<file path="config.mk">
export PLATFORM = sky130hd
export DESIGN_NAME = pulse_rate_interval_monitor
export DESIGN_NICKNAME = d
export VERILOG_FILES = /design/src/rtl/core/pri_pkg.sv /design/src/rtl/core/pri_rate.sv /design/src/rtl/core/pri_intv.sv /design/src/rtl/core/pri_result.sv /design/src/rtl/core/pulse_rate_interval_monitor.sv
export SDC_FILE = /design/constraint.sdc
export NUM_CORES = 1
export LEC_CHECK = 0
export BUFFER_PORTS_ARGS = -buffer_cell sky130_fd_sc_hd__buf_2
export CAP_MARGIN = 10
export CORE_MARGIN = 4
export CORE_UTILIZATION = 37
export DETAILED_ROUTE_END_ITERATION = 12
export PLACE_DENSITY = 0.53
export REMOVE_ABC_BUFFERS = 1
export SYNTH_ARGS = -nofsm -noshare
export SYNTH_HDL_FRONTEND = slang
export SYNTH_HIERARCHICAL = 1
export SYNTH_SLANG_ARGS = --single-unit
</file>
<file path="constraint.sdc">
create_clock -name i_clk -period 6.73 [get_ports i_clk]
set_input_delay 1.346 -clock i_clk [delete_from_list [all_inputs] [get_ports i_clk]]
set_output_delay 1.346 -clock i_clk [all_outputs]
set_load 0.1 [all_outputs]
</file>
<file path="src/rtl/core/pri_pkg.sv">
// Package for the pulse rate and interval monitor.
// Holds widths, limits, register indexes, shared structs and the percent table.
// No dependencies.
package pri_pkg;

    // Field and state widths
    localparam int unsigned TIME_W  = 24;
    localparam int unsigned BEATS_W = 10;
    localparam int unsigned SCALE_W = 6;
    localparam int unsigned RATE_W  = 16;
    localparam int unsigned INTV_W  = 6;
    localparam int unsigned PCT_W   = 7;
    localparam int unsigned CFG_IDX_W  = 3;
    localparam int unsigned CFG_DATA_W = 24;

    // Number of intervals in one series (a series ends after one more)
    localparam int unsigned INTERVAL_COUNT = 15;

    localparam logic [TIME_W-1:0]  MAX24     = {TIME_W{1'b1}};
    localparam logic [BEATS_W-1:0] MAX_BEATS = {BEATS_W{1'b1}};

    // Register indexes
    localparam logic [CFG_IDX_W-1:0] CFG_RATE_WINDOW   = 3'd0;
    localparam logic [CFG_IDX_W-1:0] CFG_RATE_SCALE    = 3'd1;
    localparam logic [CFG_IDX_W-1:0] CFG_INTV_THRESH   = 3'd2;
    localparam logic [CFG_IDX_W-1:0] CFG_RATE_LOW      = 3'd3;
    localparam logic [CFG_IDX_W-1:0] CFG_RATE_HIGH     = 3'd4;

    // Register reset values
    localparam logic [TIME_W-1:0]  RST_RATE_WINDOW = 24'd10000000;
    localparam logic [SCALE_W-1:0] RST_RATE_SCALE  = 6'd6;
    localparam logic [TIME_W-1:0]  RST_INTV_THRESH = 24'd50000;
    localparam logic [RATE_W-1:0]  RST_RATE_LOW    = 16'd60;
    localparam logic [RATE_W-1:0]  RST_RATE_HIGH   = 16'd100;

    typedef struct packed {
        logic [TIME_W-1:0]  rate_window;
        logic [SCALE_W-1:0] rate_scale;
        logic [TIME_W-1:0]  intv_thresh;
        logic [RATE_W-1:0]  rate_low;
        logic [RATE_W-1:0]  rate_high;
    } t_cfg;

    typedef struct packed {
        logic               finished;
        logic [BEATS_W-1:0] beats;
    } t_rate_st;

    typedef struct packed {
        logic              finished;
        logic [INTV_W-1:0] long_cnt;
        logic [TIME_W-1:0] latest;
    } t_intv_st;

    typedef struct packed {
        logic [RATE_W-1:0] bpm;
        logic              rate_ready;
        logic              rate_alarm;
        logic [PCT_W-1:0]  pct;
        logic              intv_ready;
        logic [TIME_W-1:0] last_intv;
    } t_result;

    // Long-interval count to saturated percent
    localparam int unsigned PCT_DEPTH = 2 ** INTV_W;
    typedef logic [PCT_W-1:0] t_pct_table [PCT_DEPTH];

    function automatic t_pct_table build_pct_table();
        t_pct_table  tbl;
        int unsigned p;
        for (int unsigned i = 0; i < PCT_DEPTH; i++) begin
            p = (i * 100) / INTERVAL_COUNT;
            if (p > 100) begin
                p = 100;
            end
            tbl[i] = PCT_W'(p);
        end
        return tbl;
    endfunction

    localparam t_pct_table PCT_TABLE = build_pct_table();

endpackage

</file>
<file path="src/rtl/core/pri_rate.sv">
// Beat counting window of the pulse rate monitor.
// Depends on pri_pkg.
module pri_rate (
    input  logic                        i_clk,
    input  logic                        i_rst_n,
    input  logic                        i_load,
    input  logic                        i_restart,
    input  logic                        i_edge,
    input  logic [pri_pkg::TIME_W-1:0]  i_window,
    output pri_pkg::t_rate_st           o_st
);
    import pri_pkg::*;

    logic [TIME_W-1:0]  r_elapsed, n_elapsed;
    logic [BEATS_W-1:0] r_beats, n_beats;
    logic               r_fin, n_fin;

    // Next window state for one tick
    always_comb begin
        n_elapsed = r_elapsed;
        n_beats   = r_beats;
        n_fin     = r_fin;
        if (i_restart) begin
            n_elapsed = '0;
            n_beats   = '0;
            n_fin     = 1'b0;
        end else if (!r_fin) begin
            if (i_edge && (r_beats != MAX_BEATS)) begin
                n_beats = r_beats + 1'b1;
            end
            if (r_elapsed != MAX24) begin
                n_elapsed = r_elapsed + 1'b1;
            end
            n_fin = (n_elapsed >= i_window);
        end
    end

    always_ff @(posedge i_clk) begin
        if (!i_rst_n) begin
            r_elapsed <= '0;
            r_beats   <= '0;
            r_fin     <= 1'b0;
        end else if (i_load) begin
            r_elapsed <= n_elapsed;
            r_beats   <= n_beats;
            r_fin     <= n_fin;
        end
    end

    assign o_st.finished = r_fin;
    assign o_st.beats    = r_beats;

endmodule

</file>
<file path="src/rtl/core/pri_intv.sv">
// Capture interval timing and long-interval counting.
// Depends on pri_pkg.
module pri_intv (
    input  logic                        i_clk,
    input  logic                        i_rst_n,
    input  logic                        i_load,
    input  logic                        i_restart,
    input  logic                        i_edge,
    input  logic [pri_pkg::TIME_W-1:0]  i_thresh,
    output pri_pkg::t_intv_st           o_st
);
    import pri_pkg::*;

    logic [TIME_W-1:0] r_since, n_since;
    logic [TIME_W-1:0] r_latest, n_latest;
    logic              r_seen, n_seen;
    logic [INTV_W-1:0] r_nseen, n_nseen;
    logic [INTV_W-1:0] r_long, n_long;
    logic              r_fin, n_fin;
    logic [TIME_W-1:0] since_inc;

    assign since_inc = (r_since != MAX24) ? r_since + 1'b1 : r_since;

    // Next interval state for one tick
    always_comb begin
        n_since  = r_since;
        n_latest = r_latest;
        n_seen   = r_seen;
        n_nseen  = r_nseen;
        n_long   = r_long;
        n_fin    = r_fin;
        if (i_restart) begin
            n_since  = '0;
            n_latest = '0;
            n_seen   = 1'b0;
            n_nseen  = '0;
            n_long   = '0;
            n_fin    = 1'b0;
        end else if (!r_fin) begin
            n_since = since_inc;
            if (i_edge) begin
                n_since = '0;
                if (!r_seen) begin
                    // first edge only starts timing
                    n_seen = 1'b1;
                end else begin
                    n_latest = since_inc;
                    n_nseen  = r_nseen + 1'b1;
                    if (since_inc > i_thresh) begin
                        n_long = r_long + 1'b1;
                    end
                    n_fin = (n_nseen > INTV_W'(INTERVAL_COUNT));
                end
            end
        end
    end

    always_ff @(posedge i_clk) begin
        if (!i_rst_n) begin
            r_since  <= '0;
            r_latest <= '0;
            r_seen   <= 1'b0;
            r_nseen  <= '0;
            r_long   <= '0;
            r_fin    <= 1'b0;
        end else if (i_load) begin
            r_since  <= n_since;
            r_latest <= n_latest;
            r_seen   <= n_seen;
            r_nseen  <= n_nseen;
            r_long   <= n_long;
            r_fin    <= n_fin;
        end
    end

    assign o_st.finished = r_fin;
    assign o_st.long_cnt = r_long;
    assign o_st.latest   = r_latest;

endmodule

</file>
<file path="src/rtl/core/pri_result.sv">
// Result formation: rate product, alarm compare and percent lookup.
// Depends on pri_pkg.
module pri_result (
    input  pri_pkg::t_cfg      i_cfg,
    input  pri_pkg::t_rate_st  i_rate,
    input  pri_pkg::t_intv_st  i_intv,
    output pri_pkg::t_result   o_res
);
    import pri_pkg::*;

    logic [RATE_W-1:0] product;

    // 10 x 6 bit product always fits in 16 bits
    assign product = RATE_W'(i_rate.beats) * RATE_W'(i_cfg.rate_scale);

    always_comb begin
        o_res.bpm        = i_rate.finished ? product : '0;
        o_res.rate_ready = i_rate.finished;
        o_res.rate_alarm = i_rate.finished &&
                           ((product < i_cfg.rate_low) || (product > i_cfg.rate_high));
        o_res.pct        = i_intv.finished ? PCT_TABLE[i_intv.long_cnt] : '0;
        o_res.intv_ready = i_intv.finished;
        o_res.last_intv  = i_intv.latest;
    end

endmodule

</file>
<file path="src/rtl/core/pulse_rate_interval_monitor.sv">
// Pulse rate and beat interval monitor, top level.
// An accepted item updates the state registers, whose result then loads the
// output register. Throughput: one item per cycle while output is not stalled.
// Reset (synchronous, active low) clears all measurement state and loads
// register defaults; there is no clearing pass. Depends on pri_pkg and
// pri_rate, pri_intv, pri_result.
module pulse_rate_interval_monitor (
    input  logic                            i_clk,
    input  logic                            i_rst_n,
    // config write port
    input  logic                            i_cfg_we,
    input  logic [pri_pkg::CFG_IDX_W-1:0]   i_cfg_index,
    input  logic [pri_pkg::CFG_DATA_W-1:0]  i_cfg_data,
    // input channel
    input  logic                            i_in_valid,
    output logic                            o_in_stall,
    input  logic                            i_cmd,
    input  logic                            i_beat_edge,
    input  logic                            i_capture_edge,
    // output channel
    output logic                            o_out_valid,
    input  logic                            i_out_stall,
    output logic [pri_pkg::RATE_W-1:0]      o_beats_per_minute,
    output logic                            o_rate_ready,
    output logic                            o_rate_alarm,
    output logic [pri_pkg::PCT_W-1:0]       o_long_interval_percent,
    output logic                            o_interval_ready,
    output logic [pri_pkg::TIME_W-1:0]      o_last_interval_us
);
    import pri_pkg::*;

    t_cfg      r_cfg;
    t_rate_st  rate_st;
    t_intv_st  intv_st;
    t_result   res;
    t_result   r_out;
    logic      r_s1_valid;
    logic      r_out_valid;
    logic      s1_adv;
    logic      in_acc;

    // Config registers
    always_ff @(posedge i_clk) begin
        if (!i_rst_n) begin
            r_cfg.rate_window <= RST_RATE_WINDOW;
            r_cfg.rate_scale  <= RST_RATE_SCALE;
            r_cfg.intv_thresh <= RST_INTV_THRESH;
            r_cfg.rate_low    <= RST_RATE_LOW;
            r_cfg.rate_high   <= RST_RATE_HIGH;
        end else if (i_cfg_we) begin
            unique case (i_cfg_index)
                CFG_RATE_WINDOW: r_cfg.rate_window <= i_cfg_data[TIME_W-1:0];
                CFG_RATE_SCALE:  r_cfg.rate_scale  <= i_cfg_data[SCALE_W-1:0];
                CFG_INTV_THRESH: r_cfg.intv_thresh <= i_cfg_data[TIME_W-1:0];
                CFG_RATE_LOW:    r_cfg.rate_low    <= i_cfg_data[RATE_W-1:0];
                CFG_RATE_HIGH:   r_cfg.rate_high   <= i_cfg_data[RATE_W-1:0];
                default: ;
            endcase
        end
    end

    // Handshake: state stage moves on when the output register is free
    assign s1_adv     = !r_out_valid || !i_out_stall;
    assign o_in_stall = r_s1_valid && !s1_adv;
    assign in_acc     = i_in_valid && !o_in_stall;

    always_ff @(posedge i_clk) begin
        if (!i_rst_n) begin
            r_s1_valid  <= 1'b0;
            r_out_valid <= 1'b0;
        end else begin
            if (in_acc) begin
                r_s1_valid <= 1'b1;
            end else if (s1_adv) begin
                r_s1_valid <= 1'b0;
            end
            if (s1_adv) begin
                r_out_valid <= r_s1_valid;
            end
        end
    end

    pri_rate u_rate (
        .i_clk     (i_clk),
        .i_rst_n   (i_rst_n),
        .i_load    (in_acc),
        .i_restart (i_cmd),
        .i_edge    (i_beat_edge),
        .i_window  (r_cfg.rate_window),
        .o_st      (rate_st)
    );

    pri_intv u_intv (
        .i_clk     (i_clk),
        .i_rst_n   (i_rst_n),
        .i_load    (in_acc),
        .i_restart (i_cmd),
        .i_edge    (i_capture_edge),
        .i_thresh  (r_cfg.intv_thresh),
        .o_st      (intv_st)
    );

    pri_result u_result (
        .i_cfg  (r_cfg),
        .i_rate (rate_st),
        .i_intv (intv_st),
        .o_res  (res)
    );

    // Output register, loaded from the state stage
    always_ff @(posedge i_clk) begin
        if (s1_adv && r_s1_valid) begin
            r_out <= res;
        end
    end

    assign o_out_valid             = r_out_valid;
    assign o_beats_per_minute      = r_out.bpm;
    assign o_rate_ready            = r_out.rate_ready;
    assign o_rate_alarm            = r_out.rate_alarm;
    assign o_long_interval_percent = r_out.pct;
    assign o_interval_ready        = r_out.intv_ready;
    assign o_last_interval_us      = r_out.last_intv;

endmodule
</file>
==> results summary <==
The kind of launch point of the worst setup path is a flop. Max-cap violations in this run came to 0. The cell area after synthesis is 14600 um^2. The area occupied by registers came out at 5200 um^2.

The count of H-tree levels built during CTS came out at 1. Among all flip-flop cells after synthesis, the most frequent one is sky130_fd_sc_hd__dfxtp_1. The end-of-flow core utilization came out at 0.419. Counting every sink on the clock net gives 235.

The async set-or-reset flop fraction in the synthesized netlist is 0. The share of the yosys chip area belonging to registers came out at 0.355. The post-route setup TNS is 0 ns.

The total power of the final layout came out at 3.45 mW. The element type at the critical path end is a flop. The min-delay analysis places its worst path in the category reg -> reg. The number of cells in the design after placement came out at 2115. The fraction of layout instances using a drive strength above 1 came out at 0.113. For this run, design rule violations remaining after detail routing come to 0.

STA puts the critical path data required time at 7.02 ns. The actual transition at the worst max-transition pin came out at 1.25 ns. The number of nets still failing antenna checks after routing came out at 0.

The synthesis warning total came out at 6. The core area came out at 38900 um^2. The post-synthesis instance total came out at 1597. The final critical-path share of the clock period came out at 0.763. Measured along the y axis, the die boundary spans 207 um.

The hold violation count in the final report came out at 0. The count of fill cells added during filler insertion came out at 3899. Static timing analysis puts the maximum clock frequency at 0.195 GHz.

The top-level I/O count is 87. The total die area is 42800 um^2. IR analysis of the VDD net gives a maximum drop of 198 uV. Data on the critical path arrives at its endpoint at 5.42 ns. The power density over the cells is 211 nW/um^2. Ranked by total cell area, the synthesized netlist is headed by sky130_fd_sc_hd__dfxtp_1 (25%), sky130_fd_sc_hd__edfxtp_1 (10%), sky130_fd_sc_hd__ha_1 (9.7%).

The slowest cell on the critical path is sky130_fd_sc_hd__fa_1. The layout overhead on the synthesized area came out at 11.4%. The library cell with the largest summed area after synthesis is sky130_fd_sc_hd__dfxtp_1. The number of storage elements in the synthesis netlist is 235. The x dimension of the die came out at 207 um. The average cell area after synthesis came out at 9.17 um^2. The clock period could shrink to 5.13 ns. Clock-pin slew was measured on the worst setup and hold paths at 0.06 ns. TritonCTS built the clock tree. The area taken by multi-input logic gates is 8340 um^2.

The initial antenna violation count came to 0. The family with the most delay on the worst path is adder cells. Along the worst path, the maximum fanout reaches 11. The vias after detailed routing is 11.0k.

The largest stage delay on the critical path came out at 0.55 ns. The total routed wirelength came out at 35600 um. The count of hold buffers inserted by post-cts repair is 0.

The number of flops mapped to enable cells by yosys is 50. Detailed placement ended at an HPWL of 26900 um. The via count of the first global-routing pass came out at 10.7k. The initial utilization of the core area, before any placement, comes to 0.376. The first-pass GRT wire length is 57400 um. The critical path in this run is classified as reg -> reg. The flow ran to the end, and the final reports show no timing, DRC or antenna violations.

Traced cell by cell, the critical path runs through and2_1 -> fa_1 -> fa_1 -> inv_1 -> fa_1 -> inv_1 -> ha_1 -> a21oi_1 -> o211a_1 -> o2111ai_1 -> o311ai_2 -> xor2_1 -> ha_1 -> nand4_1 -> nor2_1 -> a221oi_1 -> nor3b_1 -> o32ai_1. Setup repair after global routing left no endpoint under its margin. The net total in the final layout came out at 1810. For this block, the initial DRC count from the detailed router was 532. The clock latency of the later-clocked register in the worst-skew pair is 0.57 ns. The global-route congestion overflow total is 0. Of the post-synthesis cell area, the dominant cell type holds 0.253.

In this run the clock root is driven by a sky130_fd_sc_hd__clkbuf_16. The number of max-slew violations in the final report is 0. The number of diodes added for antenna fixing is 0. The pre-antenna-repair detailed-routing pass consisted of 4 iterations. The count of buffering cells on the critical path with inverters included is 2. Buffers inserted during clock tree synthesis total 29. Post-CTS repair changed the size of 0 cells. The number of library cell types mapped by synthesis came out at 93. On the final layout, the worst clock skew is 0.0255 ns. The detail-routed net length per standard cell came out at 16.4 um. The count of endpoints failing setup in the final report came out at 0. Entering global routing, the biggest net connects 69 pins. In this run the deepest clock path goes through 3 buffers. The weighted congestion at the end of routability-driven global placement came out at 0.830.

The number of standard-cell rows in the floorplan came out at 72. The static leakage came out at 7.04 nW. The number of I/O port buffers is 86.

The number of cells in the finished layout apart from fillers is 2169. The mean number of vias per cell came out at 5.08. The global-route usage over all layers came out at 0.165. The normalized max-slew margin is 0.154. The most numerous cell type found on the critical path is sky130_fd_sc_hd__fa_1. The number of buffers inserted by post-CTS setup repair is 0.
## power breakdown
part / internal (mW) / switching (mW) / leakage [nW] / total (mW)
combinational: 0.0632 / 0.212 / 4.58 / 0.275
clock: 1.05 / 0.638 / 0.511 / 1.69
sequential: 1.47 / 0.0146 / 1.95 / 1.48
## sequential cells by signal, indices dropped and copies added, names as in the netlist
name / cells
r_s1_valid: 1
u_intv/r_fin: 1
o_beats_per_minute: 16
o_long_interval_percent: 7
u_intv/r_since: 24
u_intv/r_long: 6
u_rate/r_fin: 1
r_cfg: 86
o_interval_ready: 1
u_rate/r_beats: 10
o_rate_ready: 1
u_rate/r_elapsed: 24
u_intv/r_latest: 24
u_intv/r_nseen: 6
u_intv/r_seen: 1
o_rate_alarm: 1
o_last_interval_us: 24
o_out_valid: 1
## Yosys cell counts (45+ instances only)
cell type and instances:
sky130_fd_sc_hd__a21oi_1 70, sky130_fd_sc_hd__inv_1 147, sky130_fd_sc_hd__o21ai_0 55, sky130_fd_sc_hd__nor2_1 64
sky130_fd_sc_hd__dfxtp_1 185, sky130_fd_sc_hd__nand3_1 45, sky130_fd_sc_hd__ha_1 114, sky130_fd_sc_hd__nand2_1 204
sky130_fd_sc_hd__and2_1 69, sky130_fd_sc_hd__mux2i_1 93, sky130_fd_sc_hd__edfxtp_1 50, sky130_fd_sc_hd__nor2b_1 53
## kinds of logic after synthesis
family / synth area share
AO/OA/AOI/OAI: 0.127
adder cells (fa/ha/maj): 0.143
buffers and inverters: 0.0766
flip-flops: 0.355
AND/OR/NAND/NOR: 0.194
multiplexers: 0.0643
XOR/XNOR: 0.0400
## worst paths after layout
| path | startpoint | end | slack, ns | cells past startpoint |
|---|---|---|---|---|
| setup / recovery | r_cfg[60] | o_rate_alarm | 1.60 | 18 |
| hold / removal | u_intv/r_latest[13] | o_last_interval_us[13] | 0.42 | 0 |
| setup reg to reg | r_cfg[60] | o_rate_alarm | 1.60 | 18 |
| hold reg to reg | u_intv/r_latest[13] | o_last_interval_us[13] | 0.42 | 0 |
## worst reg2reg max path: cells and delay by family, from the launching register on
kind / cells / cell delay [ns]
adders and majority gates: 5 / 2.17
AOI/OAI and AO/OA: 6 / 1.15
and+or+nand+nor: 4 / 0.69
DFF: 1 / 0.49
xor gates and xnor gates: 1 / 0.28
buffers and inverters: 2 / 0.09
## area by class of cell
| type | instances | area share |
|---|---|---|
| inverters | 148 | 0.0341 |
| well taps | 518 | 0.0397 |
| clock buffers | 32 | 0.0471 |
| repair buffers | 96 | 0.0311 |
| clock inverters | 22 | 0.0173 |
| flip-flops and latches | 235 | 0.319 |
| multi-input cells | 1118 | 0.512 |
## layer usage
layer	share of wire	routed length, um	up-vias	track usage
li1	-	-	5567	-
met1	0.51	18000	5219	0.244
met2	0.43	15400	189	0.257
met3	0.040	1420	48	0.0228
met4	0.022	790	0	0.0390
met5	0	0	-	0
## stage by stage
stage	setup slack [ns]	hold WS (ns)	cell area [um^2]
after global placement	1.69	0.424	15300
after CTS	1.58	0.424	16300
after floorplan	1.18	0.408	14100
after detailed placement	1.58	0.418	15300
after global routing	1.22	0.426	16300
final	1.60	0.422	16300
## layout by cell type (no fill, tap or decap), types with 30 or more instances in the layout
cell	netlist	layout
sky130_fd_sc_hd__o21ai_0	55	55
sky130_fd_sc_hd__xnor2_1	33	33
sky130_fd_sc_hd__nor2b_1	53	53
sky130_fd_sc_hd__xor2_1	32	32
sky130_fd_sc_hd__dfxtp_1	185	185
sky130_fd_sc_hd__ha_1	114	114
sky130_fd_sc_hd__buf_2	18	85
sky130_fd_sc_hd__mux2i_1	93	93
sky130_fd_sc_hd__nor2_1	64	64
sky130_fd_sc_hd__and2_1	69	69
sky130_fd_sc_hd__edfxtp_1	50	50
sky130_fd_sc_hd__clkbuf_16	0	30
sky130_fd_sc_hd__a21oi_1	70	70
sky130_fd_sc_hd__nand3_1	45	45
sky130_fd_sc_hd__inv_1	147	147
sky130_fd_sc_hd__nand2_1	204	204
sky130_fd_sc_hd__fa_1	33	33
Power figures use the tool's default switching activity.
